===== config.mk =====
export PLATFORM = sky130hd
export DESIGN_NAME = text_console_cursor_engine
export DESIGN_NICKNAME = d
export VERILOG_FILES = /design/src/tcce_pkg.sv /design/src/text_console_cursor_engine.sv
export SDC_FILE = /design/constraint.sdc
export NUM_CORES = 1
export LEC_CHECK = 0
export ABC_AREA = 1
export BUFFER_PORTS_ARGS = -buffer_cell sky130_fd_sc_hd__buf_2
export CAP_MARGIN = 20
export CELL_PAD_IN_SITES_DETAIL_PLACEMENT = 2
export CELL_PAD_IN_SITES_GLOBAL_PLACEMENT = 2
export CORE_ASPECT_RATIO = 1.25
export CORE_UTILIZATION = 34
export DETAILED_ROUTE_END_ITERATION = 10
export PLACE_DENSITY = 0.79
export SETUP_SLACK_MARGIN = 0.3
export SLEW_MARGIN = 20
export SYNTH_ARGS = -nofsm -noshare
export SYNTH_HDL_FRONTEND = slang
export SYNTH_SLANG_ARGS = --single-unit

===== constraint.sdc =====
create_clock -name i_clk -period 2.9 [get_ports i_clk]
set_clock_uncertainty 0.1 [all_clocks]
set_input_delay 0.435 -clock i_clk [delete_from_list [all_inputs] [get_ports i_clk]]
set_output_delay 0.435 -clock i_clk [all_outputs]
set_load 0.01 [all_outputs]

===== src/tcce_pkg.sv =====
// Shared types and constants of the text console cursor engine.
`default_nettype none

package tcce_pkg;

    localparam logic [7:0] CH_RUBOUT    = 8'h7F;
    localparam logic [7:0] CH_BACKSPACE = 8'h08;
    localparam logic [7:0] CH_TAB       = 8'h09;
    localparam logic [7:0] CH_FORMFEED  = 8'h0C;
    localparam logic [7:0] CH_RETURN    = 8'h0D;
    localparam logic [7:0] CH_NEWLINE   = 8'h0A;
    localparam logic [7:0] CH_SPACE     = 8'h20;

    localparam logic [7:0] TAB_STEP = 8'd8;

    localparam logic [7:0] COL_COUNT_RST = 8'd100;
    localparam logic [7:0] ROW_COUNT_RST = 8'd37;

    localparam logic REG_COL_COUNT = 1'b0;
    localparam logic REG_ROW_COUNT = 1'b1;

    localparam logic CMD_DRAW   = 1'b0;
    localparam logic CMD_SCROLL = 1'b1;

    typedef struct packed {
        logic       kind;
        logic [7:0] column;
        logic [7:0] row;
        logic [7:0] glyph;
        logic       last;
    } t_cmd;

endpackage

`default_nettype wire


===== src/text_console_cursor_engine.sv =====
// Top level of the text console cursor engine: cursor tracking and command output queue.
`default_nettype none

// Each accepted character word is latched in an input register; once the output queue has room it
// updates the cursor and loads zero, one or two commands (draw, scroll, or draw then scroll) into a
// two-entry output queue. A character is taken every cycle while the consumer takes every
// command; a character that yields two commands holds off the next character, which is
// processed once the queue will be empty. The first command of a character passes through
// the input register and then the output queue before it is presented. Configuration writes
// are always ready and take effect at once.
module text_console_cursor_engine (
    input  wire logic       i_clk,
    input  wire logic       i_rst_n,
    input  wire logic       i_valid,
    output logic            o_stall,
    input  wire logic [7:0] i_char_code,
    output logic            o_valid,
    input  wire logic       i_stall,
    output logic            o_command_kind,
    output logic [7:0]      o_cell_column,
    output logic [7:0]      o_cell_row,
    output logic [7:0]      o_glyph_code,
    output logic            o_last_of_run,
    input  wire logic       i_cfg_valid,
    output logic            o_cfg_ready,
    input  wire logic       i_cfg_index,
    input  wire logic [7:0] i_cfg_data
);

    logic [7:0] r_col_count;
    logic [7:0] r_row_count;
    logic [7:0] r_col;
    logic [7:0] r_row;
    logic       r_in_v;
    logic [7:0] r_in_char;
    tcce_pkg::t_cmd r_q [2];
    logic       r_head;
    logic [1:0] r_cnt;

    logic       pop;
    logic       fire;
    logic [7:0] n_col;
    logic [7:0] n_row;
    logic [1:0] n_cnt;
    tcce_pkg::t_cmd cmd0;
    tcce_pkg::t_cmd cmd1;

    logic [8:0] row_inc;
    logic       wrap_scroll;
    logic [7:0] wrap_row;
    logic       do_wrap;
    logic [8:0] col_inc;
    logic [9:0] tab_fwd;
    logic [8:0] tab_next;
    logic [9:0] tab_chk;

    assign o_cfg_ready = 1'b1;
    assign o_valid = (r_cnt != 2'd0);
    assign pop = o_valid && !i_stall;
    assign fire = r_in_v && ((r_cnt == 2'd0) || ((r_cnt == 2'd1) && pop));
    assign o_stall = r_in_v && !fire;

    assign o_command_kind = r_q[r_head].kind;
    assign o_cell_column = r_q[r_head].column;
    assign o_cell_row = r_q[r_head].row;
    assign o_glyph_code = r_q[r_head].glyph;
    assign o_last_of_run = r_q[r_head].last;

    assign row_inc = {1'b0, r_row} + 9'd1;
    assign wrap_scroll = row_inc >= {1'b0, r_row_count};
    assign wrap_row = (r_row_count != 8'd0) ? (r_row_count - 8'd1) : 8'd0;
    assign col_inc = {1'b0, r_col} + 9'd1;
    assign tab_fwd = {2'b00, r_col} + {2'b00, tcce_pkg::TAB_STEP};
    assign tab_next = {1'b0, r_col | 8'h07} + 9'd1;
    assign tab_chk = {1'b0, tab_next} + {2'b00, tcce_pkg::TAB_STEP};

    always_comb begin
        n_col = r_col;
        n_row = r_row;
        n_cnt = 2'd0;
        do_wrap = 1'b0;
        cmd0 = '{kind: tcce_pkg::CMD_DRAW, column: r_col, row: r_row, glyph: r_in_char,
                 last: 1'b1};
        cmd1 = '{kind: tcce_pkg::CMD_SCROLL, column: 8'd0, row: 8'd0, glyph: 8'd0,
                 last: 1'b1};
        unique case (r_in_char)
            tcce_pkg::CH_RUBOUT, tcce_pkg::CH_BACKSPACE: begin
                if (r_col == 8'd0) begin
                    if (r_row != 8'd0) begin
                        n_row = r_row - 8'd1;
                        n_col = (r_col_count != 8'd0) ? (r_col_count - 8'd1) : 8'd0;
                    end
                end else begin
                    n_col = r_col - 8'd1;
                end
                cmd0.column = n_col;
                cmd0.row = n_row;
                cmd0.glyph = (r_in_char == tcce_pkg::CH_RUBOUT) ? tcce_pkg::CH_SPACE
                                                                : tcce_pkg::CH_BACKSPACE;
                n_cnt = 2'd1;
            end
            tcce_pkg::CH_TAB: begin
                if (r_col[2:0] == 3'd0) begin
                    do_wrap = (tab_fwd + {2'b00, tcce_pkg::TAB_STEP}) >= {2'b00, r_col_count};
                    n_col = tab_fwd[7:0];
                end else begin
                    do_wrap = tab_chk > {2'b00, r_col_count};
                    n_col = tab_next[7:0];
                end
                cmd0 = cmd1;
                n_cnt = (do_wrap && wrap_scroll) ? 2'd1 : 2'd0;
            end
            tcce_pkg::CH_FORMFEED: begin
                n_col = 8'd0;
                n_row = 8'd0;
            end
            tcce_pkg::CH_RETURN: begin
                n_col = 8'd0;
            end
            tcce_pkg::CH_NEWLINE: begin
                do_wrap = 1'b1;
                cmd0 = cmd1;
                n_cnt = wrap_scroll ? 2'd1 : 2'd0;
            end
            default: begin
                do_wrap = col_inc >= {1'b0, r_col_count};
                n_col = col_inc[7:0];
                cmd0.last = !(do_wrap && wrap_scroll);
                n_cnt = (do_wrap && wrap_scroll) ? 2'd2 : 2'd1;
            end
        endcase
        if (do_wrap) begin
            n_col = 8'd0;
            n_row = wrap_scroll ? wrap_row : row_inc[7:0];
        end
    end

    always_ff @(posedge i_clk) begin
        if (!i_rst_n) begin
            r_col_count <= tcce_pkg::COL_COUNT_RST;
            r_row_count <= tcce_pkg::ROW_COUNT_RST;
            r_col <= 8'd0;
            r_row <= 8'd0;
            r_in_v <= 1'b0;
            r_head <= 1'b0;
            r_cnt <= 2'd0;
        end else begin
            if (i_cfg_valid && o_cfg_ready) begin
                if (i_cfg_index == tcce_pkg::REG_COL_COUNT) begin
                    r_col_count <= i_cfg_data;
                end else begin
                    r_row_count <= i_cfg_data;
                end
            end
            if (i_valid && !o_stall) begin
                r_in_v <= 1'b1;
            end else if (fire) begin
                r_in_v <= 1'b0;
            end
            if (fire) begin
                r_col <= n_col;
                r_row <= n_row;
                r_head <= 1'b0;
                r_cnt <= n_cnt;
            end else if (pop) begin
                r_head <= ~r_head;
                r_cnt <= r_cnt - 2'd1;
            end
        end
    end

    always_ff @(posedge i_clk) begin
        if (i_valid && !o_stall) begin
            r_in_char <= i_char_code;
        end
        if (fire) begin
            r_q[0] <= cmd0;
            r_q[1] <= cmd1;
        end
    end

    a_cnt_range: assert property (@(posedge i_clk) disable iff (!i_rst_n)
        r_cnt != 2'd3)
        else $error("output queue count out of range");

    a_fire_room: assert property (@(posedge i_clk) disable iff (!i_rst_n)
        fire |-> (r_cnt == 2'd0) || ((r_cnt == 2'd1) && pop))
        else $error("character processed without queue room");

    a_scroll_fields: assert property (@(posedge i_clk) disable iff (!i_rst_n)
        o_valid && (o_command_kind == tcce_pkg::CMD_SCROLL) |->
            (o_cell_column == 8'd0) && (o_cell_row == 8'd0) && (o_glyph_code == 8'd0)
            && o_last_of_run)
        else $error("scroll word carries nonzero fields or is not last");

    a_draw_pending: assert property (@(posedge i_clk) disable iff (!i_rst_n)
        o_valid && !o_last_of_run |-> (r_cnt == 2'd2)
            && (r_q[~r_head].kind == tcce_pkg::CMD_SCROLL))
        else $error("draw word not last but no scroll word queued behind it");

    a_reset_empty: assert property (@(posedge i_clk)
        !i_rst_n |=> (r_cnt == 2'd0) && !r_in_v)
        else $error("queue not empty after reset");

endmodule

`default_nettype wire


==> results.json, run 1 <==
{
  "ys_seq_elements": 71,
  "cp_slowest_cell": "sky130_fd_sc_hd__ha_1",
  "synth_cells": 756,
  "crit_path_end_kind": "flip-flop",
  "critPathRequiredTime_ns": 3.04,
  "hold_class": "in2reg",
  "detail_route.wirelength_um": 24900,
  "initial_utilization_pct": 35.3,
  "boundaryPins": 51,
  "start_kind": "flip-flop",
  "die_width_um": 114,
  "postSynth.topFlopCell": "sky130_fd_sc_hd__dfxtp_1",
  "drt_pass1_iterations": 4,
  "fp.coreArea_um2": 15200,
  "numPortBuffers": 49,
  "synth-seq-area-share_pct": 32.8,
  "crit_type": "reg2reg",
  "number_of_hold_buffers_added_after_cts": 0,
  "route.vias.total": 5865,
  "area_growth_pct": 33.1,
  "finalSetupViolations": 15,
  "cp_common_cell": "sky130_fd_sc_hd__nand2_1",
  "tritoncts": "built",
  "achievable-frequency_ghz": 0.318,
  "finalMaxSlewViolations": 0,
  "syn_area_um2": 5360,
  "grt_first_pass_wirelength_um": 37100,
  "hold-worst-slack_ns": 0.159,
  "timing.critical_path.buf_inv": 2,
  "cellPowerDensity_nw_per_um2": 500,
  "ctsHtreeMaxLevel": 3,
  "cpPeakStageDelay_ns": 0.34,
  "cell_variety_after_synth": 39,
  "wl_per_cell_um": 23.0,
  "nets": 930,
  "min_period_ns": 3.14,
  "rows": 50,
  "worstSetupPathDepth": 17,
  "initial_antenna_violation_count": 0,
  "clkLatencyLatePin_ns": 0.35,
  "drcViolationCount": 0,
  "grt.total_usage_pct": 30.4,
  "r2r_setup_slack_ns": -0.24,
  "syn-mean-instance-area_um2": 7.10,
  "status": "finished, violations left",
  "setup_crit_end": "r_row[4]",
  "slew_headroom_pct": 35.3,
  "avgViaCountPerCell": 5.43,
  "dp_hpwl_um": 15600,
  "drt-initial-drc-count": 239,
  "finalHoldViolations": 0,
  "drt.antenna.violating_nets": 0,
  "cpLargestDelayFamily": "simple AND/OR/NAND/NOR gates",
  "worst-path-max-fanout": 6,
  "power.ir.vdd_worst_mv": 0.309,
  "worst_hold_startpoint": "i_char_code[6]",
  "die_area_um2": 16300,
  "cp-startpoint": "r_col[0]",
  "sequence_of_cells_on_the_critical_path": "ha_1 > nand2_1 > inv_2 > a31oi_1 > a21oi_2 > ha_1 > a21oi_1 > o211ai_1 > nor2_1 > nand3_2 > nand2_2 > nand2_4 > buf_8 > nand2_1 > nand2_1 > nor2_1 > nor2_2",
  "cp_data_arrival_time_ns": 3.28,
  "synth-edff-count": 34,
  "p_leak_uw": 0.00340,
  "root_buffer": "sky130_fd_sc_hd__clkbuf_16",
  "synth_async_sr_flop_share_pct": 0,
  "worst-slew-pin-transition_ns": 0.969,
  "drive_gt1_share_pct": 29.8,
  "grt_start_max_net_pins": 31,
  "worst_r2r_endpoint": "r_row[4]",
  "synthesis.nets": 818,
  "reg2reg_from": "r_col[0]",
  "globalplace.congestion": 0.881,
  "rsz0062_at_grt": "yes",
  "grt_pass1_vias": 6670,
  "synthesis.yosys.warnings": 0,
  "timing.final.crit_share_pct": 108,
  "globalRouteOverflowTotal": 0,
  "fillers": 1761,
  "dp_cells": 1041,
  "floorplan.die.height_um": 142,
  "post-route-worst-setup-slack_ns": -0.241,
  "cts-root-to-sink-buffers": 2,
  "max-cap-violations": 0,
  "tritoncts_num_sinks": 71,
  "cts-buffers-inserted": 9,
  "failed_checks": "negative setup slack",
  "total_power_uw": 3570,
  "cell_depth_of_the_worst_flop_to_flop_path": 17,
  "finish.cell_count_without_fillers": 1081,
  "num_antenna_cells": 0,
  "cts.reportedPaths.clkPinSlew_ns": 0.07
}
-- per-layer routing --
layer,GRT usage (%),part of all wire [%],up-vias
li1,-,-,2691
met3,4.64,3.3,86
met2,58.0,54,173
met1,31.7,38,2915
met4,15.6,5.0,0
met5,0,0,-
-- state kept, by name, summed over array words and instances, names as in the netlist, 2 cells and up, named ones only --
| name | count |
|---|---|
| r_q | 26 |
| r_in_char | 8 |
| r_row | 8 |
| r_cnt | 2 |
| r_col_count | 8 |
| r_col | 8 |
| r_row_count | 8 |
-- through the flow --
stage,setup slack (ns),area [µm²],TNS (ns),utilization [%]
floorplan,0.302,5390,0,-
global placement,-0.0275,6140,-0.0320,40.4
detailed placement,-0.180,6140,-1.81,40.4
CTS,0.0210,6900,0,45.4
global route,-0.394,7140,-4.45,47.0
finish,-0.241,7140,-2.26,47.0
-- worst register-to-register path, delay by kind of cell, from the launching register on --
kind	cells	cell delay [ns]
flops	1	0.33
simple gates	9	1.11
compound gates	4	0.69
buf+inv	2	0.24
fa+ha+maj	2	0.56
-- how the worst min path moves through the flow --
| stage | endpoint | slack, ns | depth (start not counted) |
|---|---|---|---|
| after floorplan | r_cnt[1] | 0.34 | 2 |
| after global placement | r_cnt[1] | 0.36 | 2 |
| after detailed placement | r_cnt[1] | 0.36 | 2 |
| after CTS | r_in_char[5] | 0.15 | 1 |
| after global routing | r_in_char[5] | 0.15 | 1 |
| final | r_in_char[6] | 0.16 | 1 |
-- cell families after synthesis --
group | count (synthesis) | synth area share [%]
adders and majority gates | 40 | 9.33
other | 1 | 0.0699
xor gates and xnor gates | 23 | 3.76
AOI/OAI and AO/OA | 94 | 10.1
buffers and inverters | 136 | 10.3
DFF | 71 | 32.8
and+or+nand+nor | 391 | 33.5
-- timing repair --
item                       4_1_cts  5_1_grt
hold endpoints to repair         0        0
pin swaps                       22       21
cloned                           2        1
gates resized for setup         76       45
setup buffers                   13        8
setup endpoints to repair       22       28
-- cell type report --
type | instances | area [µm²] | area share [%]
timing repair buffer | 118 | 791 | 11.1
clock buffer | 9 | 225 | 3.16
sequential | 71 | 1780 | 24.9
clock inverter | 7 | 103 | 1.44
multi-input combinational | 551 | 3520 | 49.3
tap | 208 | 260 | 3.65
inverter | 117 | 459 | 6.43
-- cell usage after synthesis, drive strengths merged, types with 2 or more instances --
cell      n  share of area (%)
or2       5               0.58
clkinv    2               0.14
nor3     12                1.7
xor2     20                3.3
nand2   162                 12
clkbuf   11               0.77
o22ai    11                1.3
nand4    23                2.7
o21a      4               0.56
ha       40                9.3
xnor2     3               0.49
a21oi    29                2.9
nand3    63                7.0
dfxtp    37                 14
inv     115                8.0
buf       8                1.4
a21boi    2               0.28
o21ai    34                3.2
nor2    123                9.4
edfxtp   34                 19
o211ai   10                1.4
-- where the power goes --
part           switching [µW]  total, µW  leakage (µW)  internal (µW)
clock                     500       1270      0.000162            766
sequential               75.6       1240      0.000628           1170
combinational             719       1060       0.00261            342
-- placed cells by master (no fill, tap or decap), drive strengths merged, types with 10 or more instances in the layout --
cell,count
buf,118
nand2,163
o21ai,34
ha,40
o211ai,10
nor2,123
a21oi,29
o22ai,11
nand3,64
nor3,12
xor2,20
dfxtp,37
edfxtp,34
inv,116
nand4,23
No activity file was read; power rests on OpenSTA's default activity.
==> run 2, diff against run 1 <==
--- a/config.mk
+++ b/config.mk
@@ -6,14 +6,14 @@
 export NUM_CORES = 1
 export LEC_CHECK = 0
 export ABC_AREA = 1
-export BUFFER_PORTS_ARGS = -buffer_cell sky130_fd_sc_hd__buf_2
 export CAP_MARGIN = 20
 export CELL_PAD_IN_SITES_DETAIL_PLACEMENT = 2
 export CELL_PAD_IN_SITES_GLOBAL_PLACEMENT = 2
 export CORE_ASPECT_RATIO = 1.25
-export CORE_UTILIZATION = 34
+export CORE_UTILIZATION = 37
 export DETAILED_ROUTE_END_ITERATION = 10
-export PLACE_DENSITY = 0.79
+export DONT_BUFFER_PORTS = 1
+export PLACE_DENSITY = 0.8
 export SETUP_SLACK_MARGIN = 0.3
 export SLEW_MARGIN = 20
 export SYNTH_ARGS = -nofsm -noshare
==> run 2 against run 1 <==
The run still ends with negative setup slack left. Via count rose by 4.3%. Count of clock-buffer cells in the layout unchanged. Maximum frequency shrank 5.6%. Setup slack worse by 0.19 ns. First-iteration DRC count grew 37%. Flip-flop and latch count unchanged. Critical path type unchanged.
==> results.json, run 2 (synthesized netlist as in run 1, its figures left out) <==
{
  "failed_checks": "negative setup slack",
  "cp_slowest_cell": "sky130_fd_sc_hd__dfxtp_4",
  "hold_path_end": "r_in_char[4]",
  "drcViolationCount": 0,
  "route.vias.total": 6120,
  "grt_first_pass_wirelength_um": 35300,
  "cts-buffers-inserted": 9,
  "drt_pass1_iterations": 5,
  "min_period_ns": 3.33,
  "die_area_um2": 15000,
  "cpPeakStageDelay_ns": 0.42,
  "power_switching_share_pct": 40.0,
  "share_seq_of_total_power_pct": 35.4,
  "grt.total_usage_pct": 32.1,
  "finalHoldViolations": 0,
  "finish.cell_count_without_fillers": 1006,
  "critPathRequiredTime_ns": 3.10,
  "layout.cells.most_common": "sky130_fd_sc_hd__nand2_1",
  "crit_path_end_kind": "flip-flop",
  "dp_cells": 966,
  "timing.critical_path.buf_inv": 3,
  "root_buffer": "sky130_fd_sc_hd__clkbuf_16",
  "start_kind": "flip-flop",
  "tritoncts_num_sinks": 71,
  "finish.utilization_pct": 49.6,
  "wl_per_cell_um": 29.2,
  "detail_route.wirelength_um": 29300,
  "multi_input_comb_area_um2": 3600,
  "status": "finished, violations left",
  "boundaryPins": 51,
  "sequence_of_cells_on_the_critical_path": "buf_6 > inv_2 > ha_4 > nand2_2 > nor2_4 > xnor2_2 > ha_1 > nand2_2 > nor2_4 > a21oi_2 > nand2_1 > nand2_1 > nand2_2 > nand2_4 > nand2_4 > nand2_4 > nand2_4 > buf_6 > nor2_4 > nand3_1 > a21oi_2",
  "hold_class": "in2reg",
  "finalMaxSlewViolations": 0,
  "met2_track_demand_over_resource_in_global_routing_pct": 60.5,
  "initial_utilization_pct": 38.3,
  "rsz0062_at_grt": "yes",
  "net-switching-power_uw": 1420,
  "clkLatencyLatePin_ns": 0.37,
  "floorplan.die.height_um": 137,
  "dp_hpwl_um": 16000,
  "drive_gt1_share_pct": 27.3,
  "grt_start_max_net_pins": 32,
  "cp_data_arrival_time_ns": 3.53,
  "max-cap-violations": 0,
  "p_leak_uw": 0.00322,
  "worst-slew-pin-transition_ns": 1.05,
  "reg2reg_from": "r_col[4]",
  "cts.reportedPaths.clkPinSlew_ns": 0.08,
  "cp_common_cell": "sky130_fd_sc_hd__nand2_4",
  "timing.final.crit_share_pct": 115,
  "crit_type": "reg2reg",
  "globalplace.congestion": 0.868,
  "power.ir.vdd_worst_mv": 0.493,
  "cell_depth_of_the_worst_flop_to_flop_path": 21,
  "worst_hold_startpoint": "i_char_code[4]",
  "globalRouteOverflowTotal": 0,
  "fin_tns_setup_ns": -5.76,
  "largest_reg_flops": 26,
  "avgViaCountPerCell": 6.08,
  "top_usage_layer": "met2",
  "fillers": 1565,
  "achievable-frequency_ghz": 0.301,
  "area_growth_pct": 29.4,
  "slew_headroom_pct": 29.8,
  "cpLargestDelayFamily": "simple AND/OR/NAND/NOR gates",
  "worst-path-max-fanout": 4,
  "r2r_setup_slack_ns": -0.43,
  "nets": 885,
  "cellPowerDensity_nw_per_um2": 510,
  "grt_pass1_vias": 6363,
  "ctsHtreeMaxLevel": 3,
  "grt.met1_usage_pct": 32.3,
  "finalSetupViolations": 19,
  "die_width_um": 110,
  "total_power_uw": 3540,
  "initial_antenna_violation_count": 2,
  "drt.antenna.violating_nets": 0,
  "worst_r2r_endpoint": "r_col[2]",
  "cts-root-to-sink-buffers": 2,
  "numPortBuffers": 0,
  "internal_power_uw": 2120,
  "power.share.clock_pct": 35.2,
  "final_cell_mix": "sky130_fd_sc_hd__nand2_1, sky130_fd_sc_hd__nor2_1, sky130_fd_sc_hd__inv_1",
  "top_register": "r_q",
  "rows": 48,
  "fp.coreArea_um2": 14000,
  "drt-initial-drc-count": 327,
  "p_comb_share_pct": 29.4,
  "whs_path_depth": 0,
  "post-route-worst-setup-slack_ns": -0.427,
  "grtUsageMet3_pct": 6.38,
  "seqCellArea_um2": 1780,
  "tritoncts": "built"
}
==> run 2: cell types whose count changed in the layout (fill, tap and decap cells not counted), moves of 2 or more <==
| cell | change |
|---|---|
| sky130_fd_sc_hd__diode_2 | +3 |
| sky130_fd_sc_hd__o21ai_0 | -2 |
| sky130_fd_sc_hd__buf_4 | +6 |
| sky130_fd_sc_hd__inv_2 | -2 |
| sky130_fd_sc_hd__inv_1 | +2 |
| sky130_fd_sc_hd__nand2_1 | -3 |
| sky130_fd_sc_hd__nand2_4 | +4 |
| sky130_fd_sc_hd__buf_2 | -50 |
| sky130_fd_sc_hd__dfxtp_1 | -3 |
| sky130_fd_sc_hd__dfxtp_2 | +2 |
==> run 2: how the worst max path moves through the flow <==
stage | depth (start not counted) | to | from | slack [ns]
global placement | 23 | r_col[1] | r_col[5] | -0.03
finish | 21 | r_col[2] | r_col[4] | -0.43
global route | 21 | r_col[2] | r_col[3] | -0.72
detailed placement | 23 | r_col[1] | r_col[5] | -0.21
CTS | 22 | r_row[1] | r_col[4] | -0.007
floorplan | 22 | r_row[4] | r_col[4] | 0.30
==> run 2: cell type report <==
class	count	area share [%]
diodes	3	0.108
clock buffers	9	3.25
clock inverters	7	1.15
inverters	117	6.51
multi-input cells	551	51.9
flip-flops and latches	71	25.7
well taps	175	3.16
repair buffers	73	8.22
==> run 2: timing repair <==
item / in CTS / in global routing
resized for setup: 72 / 66
endpoints found under the hold margin: 0 / 0
pin swaps: 23 / 34
buffers inserted: 10 / 9
gates cloned: 1 / 1
hold buffers: 0 / 0
endpoints found under the setup margin: 19 / 33
==> run 2: routing by layer <==
layer,vias up,wire (µm)
met3,154,1960
met1,3057,10200
met5,-,23
met4,2,2020
met2,303,15100
li1,2604,-
==> run 2: stage by stage <==
stage          hold slack (ns)  area (µm²)  setup WS (ns)
6_report                0.0636        6940         -0.427
5_1_grt                 0.0582        6930         -0.716
4_1_cts                 0.0687        6560       -0.00699
3_5_place_dp             0.377        5910         -0.208
3_3_place_gp             0.360        5910        -0.0285
2_1_floorplan            0.344        5390          0.302
==> run 2: power groups by stage <==
stage          combinational, µW  clock, µW  sequential, µW
2_1_floorplan                601          0            1220
5_1_grt                     1100       1280            1270
3_5_place_dp                 826          0            1270
3_3_place_gp                 760          0            1250
4_1_cts                      873       1190            1250
6_report                    1040       1240            1250
==> run 3, diff against run 2 <==
==> config.mk (replaced) <==
export PLATFORM = sky130hd
export DESIGN_NAME = text_console_cursor_engine
export DESIGN_NICKNAME = d
export VERILOG_FILES = /design/src/tcce_pkg.sv /design/src/text_console_cursor_engine.sv
export SDC_FILE = /design/constraint.sdc
export NUM_CORES = 1
export LEC_CHECK = 0
export CAP_MARGIN = 20
export CORE_ASPECT_RATIO = 1.25
export CORE_UTILIZATION = 65
export DETAILED_ROUTE_END_ITERATION = 10
export DONT_BUFFER_PORTS = 1
export PLACE_DENSITY = 0.8
export SETUP_SLACK_MARGIN = 0.3
export SLEW_MARGIN = 10
export SYNTH_ARGS = -nofsm -noshare
export SYNTH_HDL_FRONTEND = slang
export SYNTH_SLANG_ARGS = --single-unit
==> run 3 against run 2 <==
The run still ends with negative setup slack left. Wire length decreased by 49%. Worst hold slack better by 0.0020 ns. First-iteration DRC count grew 14%. Synthesized area is 2.6% lower. Combinational power fell by 49%. Via count down 19%. Critical endpoint is now r_row[7].
==> results.json, run 3 <==
{
  "status": "finished, violations left",
  "failed_checks": "negative setup slack",
  "final_design_area_no_fill_um2": 6230,
  "synth_async_sr_flop_share_pct": 0,
  "drt_pass1_iterations": 6,
  "initial_antenna_violation_count": 0,
  "cts-root-to-sink-buffers": 2,
  "avgViaCountPerCell": 6.49,
  "initial_utilization_pct": 67.0,
  "cp-startpoint": "r_col[4]",
  "multi_input_comb_area_um2": 3440,
  "crit_type": "reg2reg",
  "critPathRequiredTime_ns": 3.10,
  "synth.largest_area_cell": "sky130_fd_sc_hd__edfxtp_1",
  "final_cell_mix": "sky130_fd_sc_hd__nand2_1, sky130_fd_sc_hd__buf_4, sky130_fd_sc_hd__a21oi_1",
  "area_growth_pct": 19.3,
  "ctsHtreeMaxLevel": 3,
  "power.ir.vdd_worst_mv": 0.430,
  "synth_top_cells_by_count": "sky130_fd_sc_hd__nand2_1, sky130_fd_sc_hd__a21oi_1, sky130_fd_sc_hd__ha_1",
  "number_of_hold_buffers_added_after_cts": 0,
  "start_kind": "flip-flop",
  "worst-path-max-fanout": 7,
  "grt.total_usage_pct": 36.7,
  "rsz0062_at_grt": "yes",
  "detail_route.wirelength_um": 14900,
  "ys_top_cells_by_area": "sky130_fd_sc_hd__edfxtp_1, sky130_fd_sc_hd__dfxtp_1, sky130_fd_sc_hd__ha_1",
  "numPortBuffers": 0,
  "worst-slew-pin-transition_ns": 0.962,
  "synthesis.nets": 676,
  "cp_data_arrival_time_ns": 3.33,
  "post-route-worst-setup-slack_ns": -0.229,
  "setup_crit_end": "r_row[7]",
  "globalplace.congestion": 0.967,
  "drt.antenna.violating_nets": 0,
  "finalMaxSlewViolations": 0,
  "rows": 36,
  "finalHoldViolations": 0,
  "hold_class": "in2reg",
  "worst_r2r_endpoint": "r_row[7]",
  "clkLatencyLatePin_ns": 0.36,
  "tritoncts_num_sinks": 71,
  "reg2reg_from": "r_col[4]",
  "grt_first_pass_wirelength_um": 23100,
  "achievable-frequency_ghz": 0.320,
  "syn_area_um2": 5220,
  "p_leak_uw": 0.00258,
  "syn-mean-instance-area_um2": 8.51,
  "die_width_um": 82.2,
  "min_period_ns": 3.13,
  "largest_reg_flops": 26,
  "crit_path_end_kind": "flip-flop",
  "floorplan.die.height_um": 102,
  "ys_seq_elements": 71,
  "yosys.cell_count.top_type": "sky130_fd_sc_hd__nand2_1",
  "power_switching_share_pct": 31.9,
  "synth_cells": 614,
  "layout.cells.most_common": "sky130_fd_sc_hd__nand2_1",
  "tritoncts": "built",
  "wl_per_cell_um": 19.6,
  "slew_headroom_pct": 35.9,
  "grt_pass1_vias": 4847,
  "power.share.clock_pct": 28.4,
  "max-cap-violations": 0,
  "grt_start_max_net_pins": 27,
  "cellPowerDensity_nw_per_um2": 387,
  "postSynth.topFlopCell": "sky130_fd_sc_hd__dfxtp_1",
  "globalRouteOverflowTotal": 0,
  "cts.reportedPaths.clkPinSlew_ns": 0.07,
  "nets": 726,
  "die_area_um2": 8400,
  "drt-initial-drc-count": 373,
  "route.vias.total": 4955,
  "finalSetupViolations": 15,
  "synthDominantCellAreaShare_pct": 19.5,
  "share_seq_of_total_power_pct": 49.5,
  "seqCellArea_um2": 1780,
  "p_comb_share_pct": 22.2,
  "internal_power_uw": 1640,
  "root_buffer": "sky130_fd_sc_hd__clkbuf_8",
  "synth-edff-count": 34,
  "top_register": "r_q",
  "r2r_setup_slack_ns": -0.23,
  "fp.coreArea_um2": 7790,
  "cell_variety_after_synth": 77,
  "fin_tns_setup_ns": -2.35,
  "cts-buffers-inserted": 9,
  "placement.cell_area_um2": 5730,
  "synth-seq-area-share_pct": 33.7,
  "dp_hpwl_um": 10800,
  "finish.utilization_pct": 80.0,
  "synthesis.yosys.warnings": 0,
  "net-switching-power_uw": 769,
  "fillers": 519,
  "drive_gt1_share_pct": 24.4,
  "drcViolationCount": 0,
  "timing.final.crit_share_pct": 108,
  "boundaryPins": 51,
  "num_antenna_cells": 0,
  "cell_depth_of_the_worst_flop_to_flop_path": 14
}
run 3: final cells by class:
| cell class | instances | share of cell area, % |
|---|---|---|
| Sequential cell | 71 | 28.5 |
| Inverter | 36 | 2.21 |
| Timing Repair Buffer | 75 | 9.53 |
| Clock inverter | 6 | 0.582 |
| Tap cell | 95 | 1.91 |
| Clock buffer | 10 | 2.05 |
| Multi-Input combinational cell | 471 | 55.2 |
run 3: timing repair:
| action | CTS | global route |
|---|---|---|
| pin swaps | 20 | 19 |
| gates cloned | 2 | 0 |
| buffers inserted | 3 | 5 |
| setup endpoints to repair | 19 | 27 |
| gates resized for setup | 33 | 34 |
run 3: cell families after synthesis:
group / count (synthesis) / share of synthesized area, %
compound gates: 158 / 20.9
xor+xnor: 30 / 5.03
fa+ha+maj: 40 / 9.58
buf+inv: 73 / 5.99
flops: 71 / 33.7
mux: 4 / 0.814
other cells: 1 / 0.0718
simple gates: 237 / 23.9
run 3: worst min-delay path by stage:
| stage | start | endpoint | cells past startpoint |
|---|---|---|---|
| finish | i_char_code[3] | r_in_char[3] | 0 |
| global route | i_char_code[3] | r_in_char[3] | 0 |
| CTS | i_char_code[3] | r_in_char[3] | 0 |
| detailed placement | r_col_count[1] | r_col_count[1] | 2 |
| global placement | r_col_count[1] | r_col_count[1] | 2 |
| floorplan | r_col_count[1] | r_col_count[1] | 2 |
run 3: power by group through the flow:
stage	logic (µW)	clock network (µW)	registers, µW
floorplan	377	0	1180
global placement	473	0	1210
detailed placement	488	0	1210
CTS	497	691	1190
global route	585	743	1210
finish	534	684	1190
run 3: worst max-delay path: stages, from the launching register on:
cell and delay [ns]:
sky130_fd_sc_hd__dfxtp_4 0.38, sky130_fd_sc_hd__ha_4 0.16, sky130_fd_sc_hd__and2_4 0.17, sky130_fd_sc_hd__o2111ai_2 0.16, sky130_fd_sc_hd__nand2_1 0.08, sky130_fd_sc_hd__xor2_1 0.15
sky130_fd_sc_hd__ha_1 0.34, sky130_fd_sc_hd__nand4_1 0.18, sky130_fd_sc_hd__nand2b_4 0.22, sky130_fd_sc_hd__nand3_4 0.08, sky130_fd_sc_hd__o211ai_4 0.10, sky130_fd_sc_hd__o41a_1 0.50
sky130_fd_sc_hd__buf_6 0.18, sky130_fd_sc_hd__o21ai_0 0.09, sky130_fd_sc_hd__o221a_1 0.20
run 3: metal layers:
metal	vias up	GRT usage, %	wire length, µm
met5	-	0	0
met4	0	21.7	761
met3	75	8.04	1070
met2	292	61.6	7420
met1	2289	42.3	5680
li1	2299	-	-
run 3: through the flow:
stage | instances | worst slack, ns | total power [µW] | hold slack (ns)
detailed placement | 738 | -0.223 | 1700 | 0.382
CTS | 759 | -0.194 | 2380 | 0.0520
finish | 764 | -0.229 | 2410 | 0.0656
global route | 764 | -0.329 | 2530 | 0.0456
global placement | 738 | -0.146 | 1680 | 0.366
floorplan | 614 | -0.0512 | 1560 | 0.349
